## config.mk

```make
export PLATFORM = sky130hd
export DESIGN_NAME = analyser_response_frame_parser_flat
export DESIGN_NICKNAME = d
export VERILOG_FILES = /design/src/design/arfp_pkg.sv /design/src/design/arfp_if.sv /design/src/design/arfp_capture.sv /design/src/design/analyser_response_frame_parser.sv /design/src/flat_wrapper.sv
export SDC_FILE = /design/constraint.sdc
export NUM_CORES = 1
export LEC_CHECK = 0
export ABC_AREA = 1
export BUFFER_PORTS_ARGS = -buffer_cell sky130_fd_sc_hd__buf_2
export CORE_ASPECT_RATIO = 1.1
export CORE_UTILIZATION = 55
export CTS_CLUSTER_SIZE = 30
export DETAILED_ROUTE_END_ITERATION = 10
export GPL_TIMING_DRIVEN = 0
export PLACE_DENSITY = 0.77
export RECOVER_POWER = 100
export SYNTH_ARGS = -nofsm -noshare
export SYNTH_HDL_FRONTEND = slang
export SYNTH_HIERARCHICAL = 1
export SYNTH_SLANG_ARGS = --single-unit
```

## constraint.sdc

```tcl
create_clock -name i_clk -period 6.5 [get_ports i_clk]
set_input_delay 1.625 -clock i_clk [delete_from_list [all_inputs] [get_ports i_clk]]
set_output_delay 1.625 -clock i_clk [all_outputs]
set_load 0.02 [all_outputs]
```

## src/design/arfp_pkg.sv

```systemverilog
// Shared types and constants of the analyser response frame parser.
`default_nettype none

package arfp_pkg;

    // Configuration port
    localparam int unsigned CFG_IDX_W  = 2;
    localparam int unsigned CFG_DATA_W = 8;
    localparam logic [CFG_IDX_W-1:0] CFG_DEVICE_ADDRESS = 2'd0;
    localparam logic [CFG_IDX_W-1:0] CFG_COMMAND_CODE   = 2'd1;
    localparam logic [7:0] DEVICE_ADDRESS_RST = 8'h01;
    localparam logic [7:0] COMMAND_CODE_RST   = 8'h03;

    // Content lengths that produce a result
    localparam logic [7:0] LEN_BASIC = 8'h06;
    localparam logic [7:0] LEN_EXT   = 8'h1C;

    // Content byte positions of each field
    localparam logic [8:0] EXT_START  = 9'd12;
    localparam logic [8:0] CONC_FIRST = 9'd0;
    localparam logic [8:0] CONC_LAST  = 9'd3;
    localparam logic [8:0] ALRM_FIRST = 9'd4;
    localparam logic [8:0] ALRM_LAST  = 9'd5;
    localparam logic [8:0] MAG_FIRST  = EXT_START;
    localparam logic [8:0] MAG_LAST   = EXT_START + 9'd1;
    localparam logic [8:0] UNIT_FIRST = EXT_START + 9'd2;
    localparam logic [8:0] UNIT_LAST  = EXT_START + 9'd3;
    localparam logic [8:0] LOW_FIRST  = EXT_START + 9'd4;
    localparam logic [8:0] LOW_LAST   = EXT_START + 9'd7;
    localparam logic [8:0] HIGH_FIRST = EXT_START + 9'd8;
    localparam logic [8:0] HIGH_LAST  = EXT_START + 9'd11;

    // Parser phase, one-hot
    typedef enum logic [3:0] {
        PH_ADDR = 4'b0001,
        PH_CMD  = 4'b0010,
        PH_LEN  = 4'b0100,
        PH_DATA = 4'b1000
    } t_phase;

    // Capture control from the framer to the field accumulators
    typedef struct packed {
        logic       en;
        logic [8:0] pos;
        logic [7:0] data;
    } t_cap_ctl;

    // Field accumulators as seen by the framer
    typedef struct packed {
        logic [31:0] conc;
        logic [15:0] alarm;
        logic [15:0] mag;
        logic [15:0] unit;
        logic [31:0] low;
        logic [31:0] high;
    } t_fields;

    // One result beat
    typedef struct packed {
        logic signed [31:0] gas_concentration;
        logic        [15:0] alarm_status;
        logic               has_extended;
        logic        [15:0] magnification;
        logic        [15:0] gas_unit;
        logic signed [31:0] low_alarm_value;
        logic signed [31:0] high_alarm_value;
    } t_result;

endpackage

`default_nettype wire

```

## src/design/arfp_if.sv

```systemverilog
// Stream interfaces of the frame parser: received bytes in, parsed results out.
`default_nettype none

interface arfp_rx_if;
    logic       valid;
    logic       ready;
    logic [7:0] rx_byte;

    modport source (output valid, output rx_byte, input ready);
    modport sink   (input valid, input rx_byte, output ready);
endinterface

interface arfp_res_if;
    logic               valid;
    logic               ready;
    logic signed [31:0] gas_concentration;
    logic        [15:0] alarm_status;
    logic               has_extended;
    logic        [15:0] magnification;
    logic        [15:0] gas_unit;
    logic signed [31:0] low_alarm_value;
    logic signed [31:0] high_alarm_value;

    modport source (
        output valid, input ready,
        output gas_concentration, output alarm_status, output has_extended,
        output magnification, output gas_unit,
        output low_alarm_value, output high_alarm_value
    );
    modport sink (
        input valid, output ready,
        input gas_concentration, input alarm_status, input has_extended,
        input magnification, input gas_unit,
        input low_alarm_value, input high_alarm_value
    );
endinterface

`default_nettype wire

```

## src/design/arfp_capture.sv

```systemverilog
// Field accumulators: shift content bytes big-endian into the field they belong to.
`default_nettype none

module arfp_capture
    import arfp_pkg::*;
(
    input  logic     i_clk,
    input  t_cap_ctl i_ctl,
    output t_fields  o_fields
);

    t_fields r_fields;

    // Shift the byte into the field that owns this content position
    always_ff @(posedge i_clk) begin
        if (i_ctl.en) begin
            if (i_ctl.pos inside {[CONC_FIRST:CONC_LAST]}) begin
                r_fields.conc <= {r_fields.conc[23:0], i_ctl.data};
            end else if (i_ctl.pos inside {[ALRM_FIRST:ALRM_LAST]}) begin
                r_fields.alarm <= {r_fields.alarm[7:0], i_ctl.data};
            end else if (i_ctl.pos inside {[MAG_FIRST:MAG_LAST]}) begin
                r_fields.mag <= {r_fields.mag[7:0], i_ctl.data};
            end else if (i_ctl.pos inside {[UNIT_FIRST:UNIT_LAST]}) begin
                r_fields.unit <= {r_fields.unit[7:0], i_ctl.data};
            end else if (i_ctl.pos inside {[LOW_FIRST:LOW_LAST]}) begin
                r_fields.low <= {r_fields.low[23:0], i_ctl.data};
            end else if (i_ctl.pos inside {[HIGH_FIRST:HIGH_LAST]}) begin
                r_fields.high <= {r_fields.high[23:0], i_ctl.data};
            end
        end
    end

    assign o_fields = r_fields;

endmodule

`default_nettype wire

```

## src/design/analyser_response_frame_parser.sv

```systemverilog
// Analyser response frame parser: takes one received byte per beat and hunts
// for the header (device address, then command code), sliding one byte on a
// mismatch. It then reads a length byte L, collects L content bytes and two
// CRC bytes (the CRC is not checked). A 6-byte content gives concentration and
// alarm status; a 28-byte content also gives magnification, unit and the alarm
// limits; other lengths give nothing. The block takes one byte every cycle
// unless stalled; the result is on o_res in the cycle after the last CRC byte
// is accepted, from a single output register. i_rx.ready drops only while the
// parser waits for that last CRC byte of a result-bearing frame and the previous
// result is still waiting and not taken in that cycle; this does not depend on
// i_rx.valid. Header compares use the register values current at each byte.
`default_nettype none

module analyser_response_frame_parser
    import arfp_pkg::*;
(
    input  logic                  i_clk,
    input  logic                  i_rst_n,
    input  logic                  i_cfg_we,
    input  logic [CFG_IDX_W-1:0]  i_cfg_idx,
    input  logic [CFG_DATA_W-1:0] i_cfg_wdata,
    arfp_rx_if.sink               i_rx,
    arfp_res_if.source            o_res
);

    logic [7:0] r_dev_addr;
    logic [7:0] r_cmd_code;
    t_phase     r_phase,   n_phase;
    logic [8:0] r_pos,     n_pos;
    logic [7:0] r_len,     n_len;
    logic       r_out_vld, n_out_vld;
    t_result    r_res,     n_res;

    logic       rx_acc;
    logic       last_beat;
    logic       len_ok;
    logic       produce;
    t_cap_ctl   cap_ctl;
    t_fields    fields;

    // Configuration registers
    always_ff @(posedge i_clk) begin
        if (!i_rst_n) begin
            r_dev_addr <= DEVICE_ADDRESS_RST;
            r_cmd_code <= COMMAND_CODE_RST;
        end else if (i_cfg_we) begin
            case (i_cfg_idx)
                CFG_DEVICE_ADDRESS: r_dev_addr <= i_cfg_wdata;
                CFG_COMMAND_CODE:   r_cmd_code <= i_cfg_wdata;
                default:            ;
            endcase
        end
    end

    // Frame end detection, known from state alone
    assign last_beat = (r_phase == PH_DATA) && (r_pos >= ({1'b0, r_len} + 9'd1));
    assign len_ok    = (r_len == LEN_BASIC) || (r_len == LEN_EXT);
    assign produce   = last_beat && len_ok;

    // Stall only a result-bearing byte while an earlier result waits untaken
    assign i_rx.ready = !(produce && r_out_vld && !o_res.ready);
    assign rx_acc     = i_rx.valid && i_rx.ready;

    // Feed content bytes to the accumulators
    always_comb begin
        cap_ctl.en   = rx_acc && (r_phase == PH_DATA) && (r_pos < {1'b0, r_len});
        cap_ctl.pos  = r_pos;
        cap_ctl.data = i_rx.rx_byte;
    end

    arfp_capture u_capture (
        .i_clk    (i_clk),
        .i_ctl    (cap_ctl),
        .o_fields (fields)
    );

    // Frame phase sequencing
    always_comb begin
        n_phase = r_phase;
        n_pos   = r_pos;
        n_len   = r_len;
        if (rx_acc) begin
            case (r_phase)
                PH_ADDR: begin
                    if (i_rx.rx_byte == r_dev_addr) begin
                        n_phase = PH_CMD;
                    end
                end
                PH_CMD: begin
                    if (i_rx.rx_byte == r_cmd_code) begin
                        n_phase = PH_LEN;
                    end else if (i_rx.rx_byte == r_dev_addr) begin
                        n_phase = PH_CMD;
                    end else begin
                        n_phase = PH_ADDR;
                    end
                end
                PH_LEN: begin
                    n_len   = i_rx.rx_byte;
                    n_pos   = '0;
                    n_phase = PH_DATA;
                end
                PH_DATA: begin
                    if (last_beat) begin
                        n_phase = PH_ADDR;
                        n_pos   = '0;
                    end else begin
                        n_pos = r_pos + 9'd1;
                    end
                end
                default: begin
                    n_phase = PH_ADDR;
                end
            endcase
        end
    end

    // Build the result and hold it until taken
    always_comb begin
        n_out_vld = r_out_vld && !o_res.ready;
        n_res     = r_res;
        if (rx_acc && produce) begin
            n_out_vld                = 1'b1;
            n_res.gas_concentration  = fields.conc;
            n_res.alarm_status       = fields.alarm;
            n_res.has_extended       = (r_len == LEN_EXT);
            n_res.magnification      = (r_len == LEN_EXT) ? fields.mag  : '0;
            n_res.gas_unit           = (r_len == LEN_EXT) ? fields.unit : '0;
            n_res.low_alarm_value    = (r_len == LEN_EXT) ? fields.low  : '0;
            n_res.high_alarm_value   = (r_len == LEN_EXT) ? fields.high : '0;
        end
    end

    // Control state
    always_ff @(posedge i_clk) begin
        if (!i_rst_n) begin
            r_phase   <= PH_ADDR;
            r_pos     <= '0;
            r_len     <= '0;
            r_out_vld <= 1'b0;
        end else begin
            r_phase   <= n_phase;
            r_pos     <= n_pos;
            r_len     <= n_len;
            r_out_vld <= n_out_vld;
        end
    end

    // Result payload
    always_ff @(posedge i_clk) begin
        r_res <= n_res;
    end

    assign o_res.valid             = r_out_vld;
    assign o_res.gas_concentration = r_res.gas_concentration;
    assign o_res.alarm_status      = r_res.alarm_status;
    assign o_res.has_extended      = r_res.has_extended;
    assign o_res.magnification     = r_res.magnification;
    assign o_res.gas_unit          = r_res.gas_unit;
    assign o_res.low_alarm_value   = r_res.low_alarm_value;
    assign o_res.high_alarm_value  = r_res.high_alarm_value;

endmodule

`default_nettype wire

```

## src/flat_wrapper.sv

```systemverilog
// flat-port wrapper written by rule: the top's interface ports become plain ports
module analyser_response_frame_parser_flat import arfp_pkg::*;
  (i_clk, i_rst_n, i_cfg_we, i_cfg_idx, i_cfg_wdata, i_rx_valid, i_rx_rx_byte, i_rx_ready, o_res_valid, o_res_ready, o_res_gas_concentration, o_res_alarm_status, o_res_has_extended, o_res_magnification, o_res_gas_unit, o_res_low_alarm_value, o_res_high_alarm_value);
  arfp_rx_if i_rx_i ();
  arfp_res_if o_res_i ();
  input  logic i_clk;
  input  logic i_rst_n;
  input  logic i_cfg_we;
  input  logic [CFG_IDX_W-1:0] i_cfg_idx;
  input  logic [CFG_DATA_W-1:0] i_cfg_wdata;
  input wire logic [$bits(i_rx_i.valid)-1:0] i_rx_valid;
  input wire logic [$bits(i_rx_i.rx_byte)-1:0] i_rx_rx_byte;
  output wire logic [$bits(i_rx_i.ready)-1:0] i_rx_ready;
  output wire logic [$bits(o_res_i.valid)-1:0] o_res_valid;
  input wire logic [$bits(o_res_i.ready)-1:0] o_res_ready;
  output wire logic [$bits(o_res_i.gas_concentration)-1:0] o_res_gas_concentration;
  output wire logic [$bits(o_res_i.alarm_status)-1:0] o_res_alarm_status;
  output wire logic [$bits(o_res_i.has_extended)-1:0] o_res_has_extended;
  output wire logic [$bits(o_res_i.magnification)-1:0] o_res_magnification;
  output wire logic [$bits(o_res_i.gas_unit)-1:0] o_res_gas_unit;
  output wire logic [$bits(o_res_i.low_alarm_value)-1:0] o_res_low_alarm_value;
  output wire logic [$bits(o_res_i.high_alarm_value)-1:0] o_res_high_alarm_value;
  assign i_rx_i.valid = i_rx_valid;
  assign i_rx_i.rx_byte = i_rx_rx_byte;
  assign i_rx_ready = i_rx_i.ready;
  assign o_res_valid = o_res_i.valid;
  assign o_res_i.ready = o_res_ready;
  assign o_res_gas_concentration = o_res_i.gas_concentration;
  assign o_res_alarm_status = o_res_i.alarm_status;
  assign o_res_has_extended = o_res_i.has_extended;
  assign o_res_magnification = o_res_i.magnification;
  assign o_res_gas_unit = o_res_i.gas_unit;
  assign o_res_low_alarm_value = o_res_i.low_alarm_value;
  assign o_res_high_alarm_value = o_res_i.high_alarm_value;
  analyser_response_frame_parser u_core (.i_clk(i_clk), .i_rst_n(i_rst_n), .i_cfg_we(i_cfg_we), .i_cfg_idx(i_cfg_idx), .i_cfg_wdata(i_cfg_wdata), .i_rx(i_rx_i), .o_res(o_res_i));
endmodule
```

==> impl_metrics.yaml, run 1 <==
outcome:
  status: "finished, violations left"
  violations: "max-capacitance violations, max-slew violations"
yosys:
  synth.cell_area_um2: 12200
  yosysUniqueCellTypes: 31
  syn_area_per_cell_um2: 13.5
  synth_area_leaders: "edfxtp_1 71%, dfxtp_1 6.2%, nor2_1 5.7%, inv_1 4.2%, nand2_1 2.8%"
  syn_nets: 946
  netlist.area_leader.share_pct: 71.2
  ys_warn_count: 6
  synth_cells: 902
  ys_seq_area_share_pct: 77.4
  yosys.area.top_type: "edfxtp_1"
  yosys_register_bits: 327
power_and_ir_drop:
  power_frac_comb_pct: 3.5
  p_switching_uw: 814
  p_per_area_nw_per_um2: 290
  clockPowerShare_pct: 40.5
  swShare_pct: 19.9
  finalPower_mw: 4.08
  ir_drop_uv: 158
  p_leak_nw: 5.59
  intPower_mw: 3.27
  p_seq_share_pct: 56.1
worst_hold_path:
  hold_path.class: "register to register"
timing:
  rsz0062_at_grt: "no"
  clock_skew_ns: 0.0110
  timing.hold.ws_ns: 0.427
  hold_violations: 0
  slew_headroom_pct: -32.1
  tightest_slew_ns: 1.98
  finalSetupViolCount: 0
  finalMaxSlewViolations: 148
  fin_setup_tns_ns: 0
  min_period_ns: 5.22
  post-route-period-util_pct: 80.3
  max_freq_mhz: 192
layout:
  fillers: 1628
  layout_commonest_cell: "edfxtp_1"
  synthToLayoutAreaGrowth_pct: 15.5
  most-common-layout-cells: "289 x edfxtp_1, 186 x nor2_1, 185 x clkbuf_1, 137 x inv_1, 91 x nand2_1"
  final_core_util_pct: 65.5
  instances_no_fill: 1420
  fin_nets: 1150
  diodes: 0
  drive_gt1_share_pct: 6.64
detailed_routing:
  post_drt_via_cell_ratio: 4.98
  vias: 7074
  antenna_left: 0
  drt_first_pass_iters: 5
  drc_errors: 0
  drt_iter0_drc: 500
  wire_per_inst_um: 16.2
  drt_wl_total_mm: 23.0
job:
  cap_violations: 3
floorplanning:
  rows: 56
  core_area_um2: 21500
  initial_core_util_pct: 56.7
  fp.dieW_um: 144
  die_area_um2: 22800
  io_pins: 170
  die_h_um: 158
placement:
  dpl.hpwl_mm: 14.6
  dp_cells: 1364
  gp_congestion: 0.833
  io_buffers: 168
clock_tree:
  cts_resized: 0
  postCtsHoldBufs: 0
  cts_tree: "built"
  clockBufferDepth: 3
  clk_latency_ns: 0.53
  clkTransAtPathRegs_ns: 0.06
  htree_num_levels: 1
  cts_setup_buffers: 0
  clock-sinks: 327
  numCtsBuffers: 30
  cts-root-buf: "clkbuf_16"
global_route:
  grt_max_degree: 82
  grt_pass1_vias: 6903
  antenna_found_initial: 0
  grt_first_pass_wirelength_mm: 34.4
  gr-total-overflow: 0
  track_usage_pct: 20.1
worst_setup_path:
  cp_slowest_cell: "clkbuf_2"
  critPathMaxFanout: 81
  cpPeakStageDelay_ns: 1.53
  crit_path_frequent_cell: "nand3_1"
  path_class: "register to register"
  crit_arrival_ns: 5.33
  cp-end-kind: "register"
  required_ns: 6.61
  start_kind: "register"
  cp_cell_sequence: "inv_1 -> nor3_1 -> nand3_1 -> nor3_1 -> xor2_1 -> inv_1 -> ha_1 -> nand2_1 -> a21oi_1 -> nor2_1 -> nand3_1 -> nand3_1 -> nand4_1 -> inv_6 -> clkbuf_2"
-- sequential cells by signal, summed over array words and instances (netlist names) --
signal,cells
u_core/o_res.valid,1
u_core/o_res.alarm_status,16
u_core/r_pos,9
u_core/o_res.gas_unit,16
u_core/r_dev_addr,8
u_core/o_res.has_extended,1
u_core/o_res.high_alarm_value,32
u_core/r_len,8
u_core/r_phase,4
u_core/o_res.gas_concentration,32
u_core/o_res.magnification,16
u_core/r_cmd_code,8
u_core/u_capture/o_fields,144
u_core/o_res.low_alarm_value,32
-- cell usage after synthesis --
cell         n
a21o_1       1
a21oi_1     12
a31oi_1      2
buf_2        4
buf_8        2
clkbuf_1    10
clkinv_1     2
clkinv_2     1
dfxtp_1     38
edfxtp_1   289
ha_1        21
inv_1      138
inv_2        1
nand2_1     90
nand2_2      2
nand3_1     15
nand3_2      3
nand3_4      3
nand3b_1     3
nand4_1      8
nor2_1     185
nor2_2      14
nor2_4       3
nor3_1       8
nor3_4       1
nor3b_1      1
nor4_1       2
o2111ai_1    1
o21ai_0     17
xnor2_1      9
xor2_1      16
-- power groups by stage --
stage          registers (mW)  clock network, mW  logic, mW
2_1_floorplan            2.33                  0     0.0995
3_3_place_gp             2.33                  0      0.136
3_5_place_dp             2.33                  0      0.143
4_1_cts                  2.29               1.68      0.145
5_1_grt                  2.29               1.76      0.158
6_report                 2.29               1.65      0.141
-- path summary, 6_finish.rpt --
| kind | end | cells after the start | startpoint | slack [ns] |
|---|---|---|---|---|
| worst max-delay path | u_core/o_res.gas_unit[7] | 15 | u_core/r_len[0] | 1.28 |
| worst min-delay path | u_core/o_res.alarm_status[8] | 0 | u_core/u_capture/o_fields[104] | 0.43 |
| worst max register to register | u_core/o_res.gas_unit[7] | 15 | u_core/r_len[0] | 1.28 |
| worst min register to register | u_core/o_res.alarm_status[8] | 0 | u_core/u_capture/o_fields[104] | 0.43 |
-- cell families (layout without fill, tap and decap cells) --
family / count (synthesis) / after routing / share of synthesized area (%)
DFF: 327 / 327 / 77.4
and+or+nand+nor: 338 / 338 / 12.1
adders and majority gates: 21 / 21 / 2.16
buffers and inverters: 158 / 386 / 5.10
AOI/OAI and AO/OA: 33 / 33 / 1.43
xor gates and xnor gates: 25 / 25 / 1.80
-- per-stage QoR --
step | instance area [um^2] | setup WS, ns
global placement | 13400 | -0.521
global route | 14100 | 0.824
detailed placement | 13500 | 2.05
finish | 14100 | 1.28
floorplan | 12200 | 1.06
CTS | 14400 | 1.72
-- worst max-delay path, delay by kind of cell, from the launching register on --
kind	cells	cell delay [ns]
xor+xnor	1	0.17
flops	1	0.42
fa+ha+maj	1	0.26
simple gates	8	1.56
compound gates	1	0.05
buf+inv	4	2.28
-- area by class of cell --
class	count	area, um^2	area share, %
clock buffer	45	858	6.10
sequential	327	9440	67.0
inverter	142	539	3.83
multi-input combinational	417	2070	14.7
buffer	16	60.1	0.427
timing repair buffer	172	669	4.75
tap	290	363	2.58
clock inverter	11	81.3	0.578
-- per-layer routing --
metal | GRT usage [%] | vias to the layer above | share of wire [%]
met5 | 0 | - | 0
met4 | 8.21 | 0 | 3.1
met3 | 2.84 | 38 | 5.8
met2 | 36.6 | 247 | 51
met1 | 23.9 | 3390 | 40
li1 | - | 3399 | -
(Power assumes the default switching activity.)
==> run 2, diff against run 1 <==
--- a/config.mk
+++ b/config.mk
@@ -8,11 +8,11 @@
 export ABC_AREA = 1
 export BUFFER_PORTS_ARGS = -buffer_cell sky130_fd_sc_hd__buf_2
 export CORE_ASPECT_RATIO = 1.1
-export CORE_UTILIZATION = 55
+export CORE_UTILIZATION = 51
 export CTS_CLUSTER_SIZE = 30
 export DETAILED_ROUTE_END_ITERATION = 10
 export GPL_TIMING_DRIVEN = 0
-export PLACE_DENSITY = 0.77
+export PLACE_DENSITY = 0.75
 export RECOVER_POWER = 100
 export SYNTH_ARGS = -nofsm -noshare
 export SYNTH_HDL_FRONTEND = slang
==> constraint.sdc (replaced) <==
create_clock -name i_clk -period 4.3 [get_ports i_clk]
set_input_delay 1.075 -clock i_clk [delete_from_list [all_inputs] [get_ports i_clk]]
set_output_delay 1.075 -clock i_clk [all_outputs]
set_load 0.02 [all_outputs]
==> run 2 against run 1 <==
Effect of this change: the run now ends clean; critical path depth grew 1; sequential share of layout area shrank 0.43 points; sequential cell count is the same; count of clock-buffer cells in the layout shrank 5; power grew 49%; die area grew 7.7%; critical path type unchanged; largest cell class unchanged; largest power group unchanged; highest routed layer unchanged.
==> impl_metrics.yaml, run 2 (synthesized netlist as in run 1, its figures left out) <==
outcome:
  status: "finished clean"
timing:
  fin_setup_tns_ns: 0
  max_freq_mhz: 258
  hold_violations: 0
  clock_skew_ns: 0.0172
  post-route-period-util_pct: 90.2
  min_period_ns: 3.88
  finalMaxSlewViolations: 0
  slew_headroom_pct: 33.9
  tightest_slew_ns: 0.992
  setup_ws_ns: 0.421
  finalSetupViolCount: 0
  rsz0062_at_grt: "no"
floorplanning:
  rows: 58
  core_area_um2: 23100
  initial_core_util_pct: 52.7
  die_h_um: 164
  fp.dieW_um: 149
  die_area_um2: 24500
  io_pins: 170
detailed_routing:
  wire_per_inst_um: 15.6
  drt_wl_total_mm: 22.3
  drc_errors: 0
  post_drt_via_cell_ratio: 4.86
  drt_first_pass_iters: 5
  vias: 6952
  drt_iter0_drc: 536
  antenna_left: 0
clock_tree:
  cts_tree: "built"
  clockBufferDepth: 3
  htree_num_levels: 1
  cts-root-buf: "clkbuf_16"
  numCtsBuffers: 30
  clk_latency_ns: 0.54
  clkTransAtPathRegs_ns: 0.07
  clock-sinks: 327
layout:
  synthToLayoutAreaGrowth_pct: 16.3
  most-common-layout-cells: "289 x edfxtp_1, 184 x nor2_1, 182 x clkbuf_1, 134 x inv_1, 91 x nand2_1"
  drive_gt1_share_pct: 8.40
  diodes: 0
  layout_commonest_cell: "edfxtp_1"
  fin_nets: 1154
  instances_no_fill: 1431
  fillers: 1793
  largest_reg_flops: 144
  stdcell_area_um2: 14200
worst_setup_path:
  cp_slowest_cell: "clkbuf_4"
  cpPeakStageDelay_ns: 0.55
  critPathMaxFanout: 40
  cp-end-kind: "register"
  path_buf_inv: 5
  start_kind: "register"
  required_ns: 4.47
  cp_top_family: "simple AND/OR/NAND/NOR gates"
  crit_arrival_ns: 4.05
  path_class: "register to register"
  reg2reg_slack_ns: 0.42
  cp_cell_sequence: "inv_2 -> nor3_4 -> nand3_1 -> nor3_2 -> xor2_1 -> inv_1 -> ha_1 -> nand2_1 -> a21oi_1 -> nor2_1 -> nand3_2 -> nand3_4 -> nand4_1 -> clkinvlp_2 -> buf_4 -> clkbuf_4"
power_and_ir_drop:
  ir_drop_uv: 288
  p_leak_nw: 5.61
  finalPower_mw: 6.07
  p_per_area_nw_per_um2: 428
global_route:
  grt.met2_usage_pct: 31.7
  grt_busiest_layer: "met2"
  track_usage_pct: 17.9
  grt_max_degree: 42
  antenna_found_initial: 0
  gr-total-overflow: 0
  met1_usage_pct: 23.0
  grt_pass1_vias: 6509
  grt_first_pass_wirelength_mm: 33.6
  use_met3_pct: 2.78
placement:
  gp_congestion: 0.842
  place_area_um2: 13600
  dp_cells: 1375
  post-place-ws_ns: 0.0527
  io_buffers: 168
  dpl.hpwl_mm: 14.7
job:
  cap_violations: 0
worst_hold_path:
  hold_path.class: "register to register"
run 2: final timing paths:
check,to,cells after the start,from
max,u_core/o_res.high_alarm_value[20],16,u_core/r_len[1]
min,u_core/o_res.alarm_status[8],0,u_core/u_capture/o_fields[104]
max reg2reg,u_core/o_res.high_alarm_value[20],16,u_core/r_len[1]
min reg2reg,u_core/o_res.alarm_status[8],0,u_core/u_capture/o_fields[104]
run 2: layout make-up:
class	instances	area (um^2)	area share, %
Clock buffer	40	788	5.56
Inverter	142	536	3.78
Buffer	16	60.1	0.424
Multi-Input combinational cell	417	2140	15.1
Clock inverter	13	103	0.724
Tap cell	300	375	2.65
Sequential cell	327	9440	66.6
Timing Repair Buffer	175	726	5.12
Timing Repair inverter	1	5.00	0.0353
run 2: report_power, final:
part           leakage (nW)  internal, mW  switching [mW]  total (mW)
registers              3.16          3.43          0.0264        3.46
clock network         0.429          1.34            1.05        2.39
logic                  2.02        0.0729           0.139       0.212
total                  5.61          4.85            1.22        6.07
run 2: repair_timing:
| action | in CTS | in global routing |
|---|---|---|
| setup buffers | 0 | 1 |
| hold buffers | 0 | 0 |
| setup endpoints to repair | 0 | 121 |
| resized for setup | 0 | 5 |
run 2: stage by stage:
stage	hold slack (ns)	util, %
3_5_place_dp	0.405	58.6
4_1_cts	0.415	62.4
2_1_floorplan	0.400	-
3_3_place_gp	0.401	58.0
5_1_grt	0.425	61.2
6_report	0.416	61.2
run 2: layer usage:
| metal | up-vias | wire, um |
|---|---|---|
| met5 | - | 0 |
| met4 | 0 | 398 |
| met3 | 29 | 1350 |
| met2 | 216 | 11100 |
| met1 | 3291 | 9420 |
| li1 | 3416 | - |
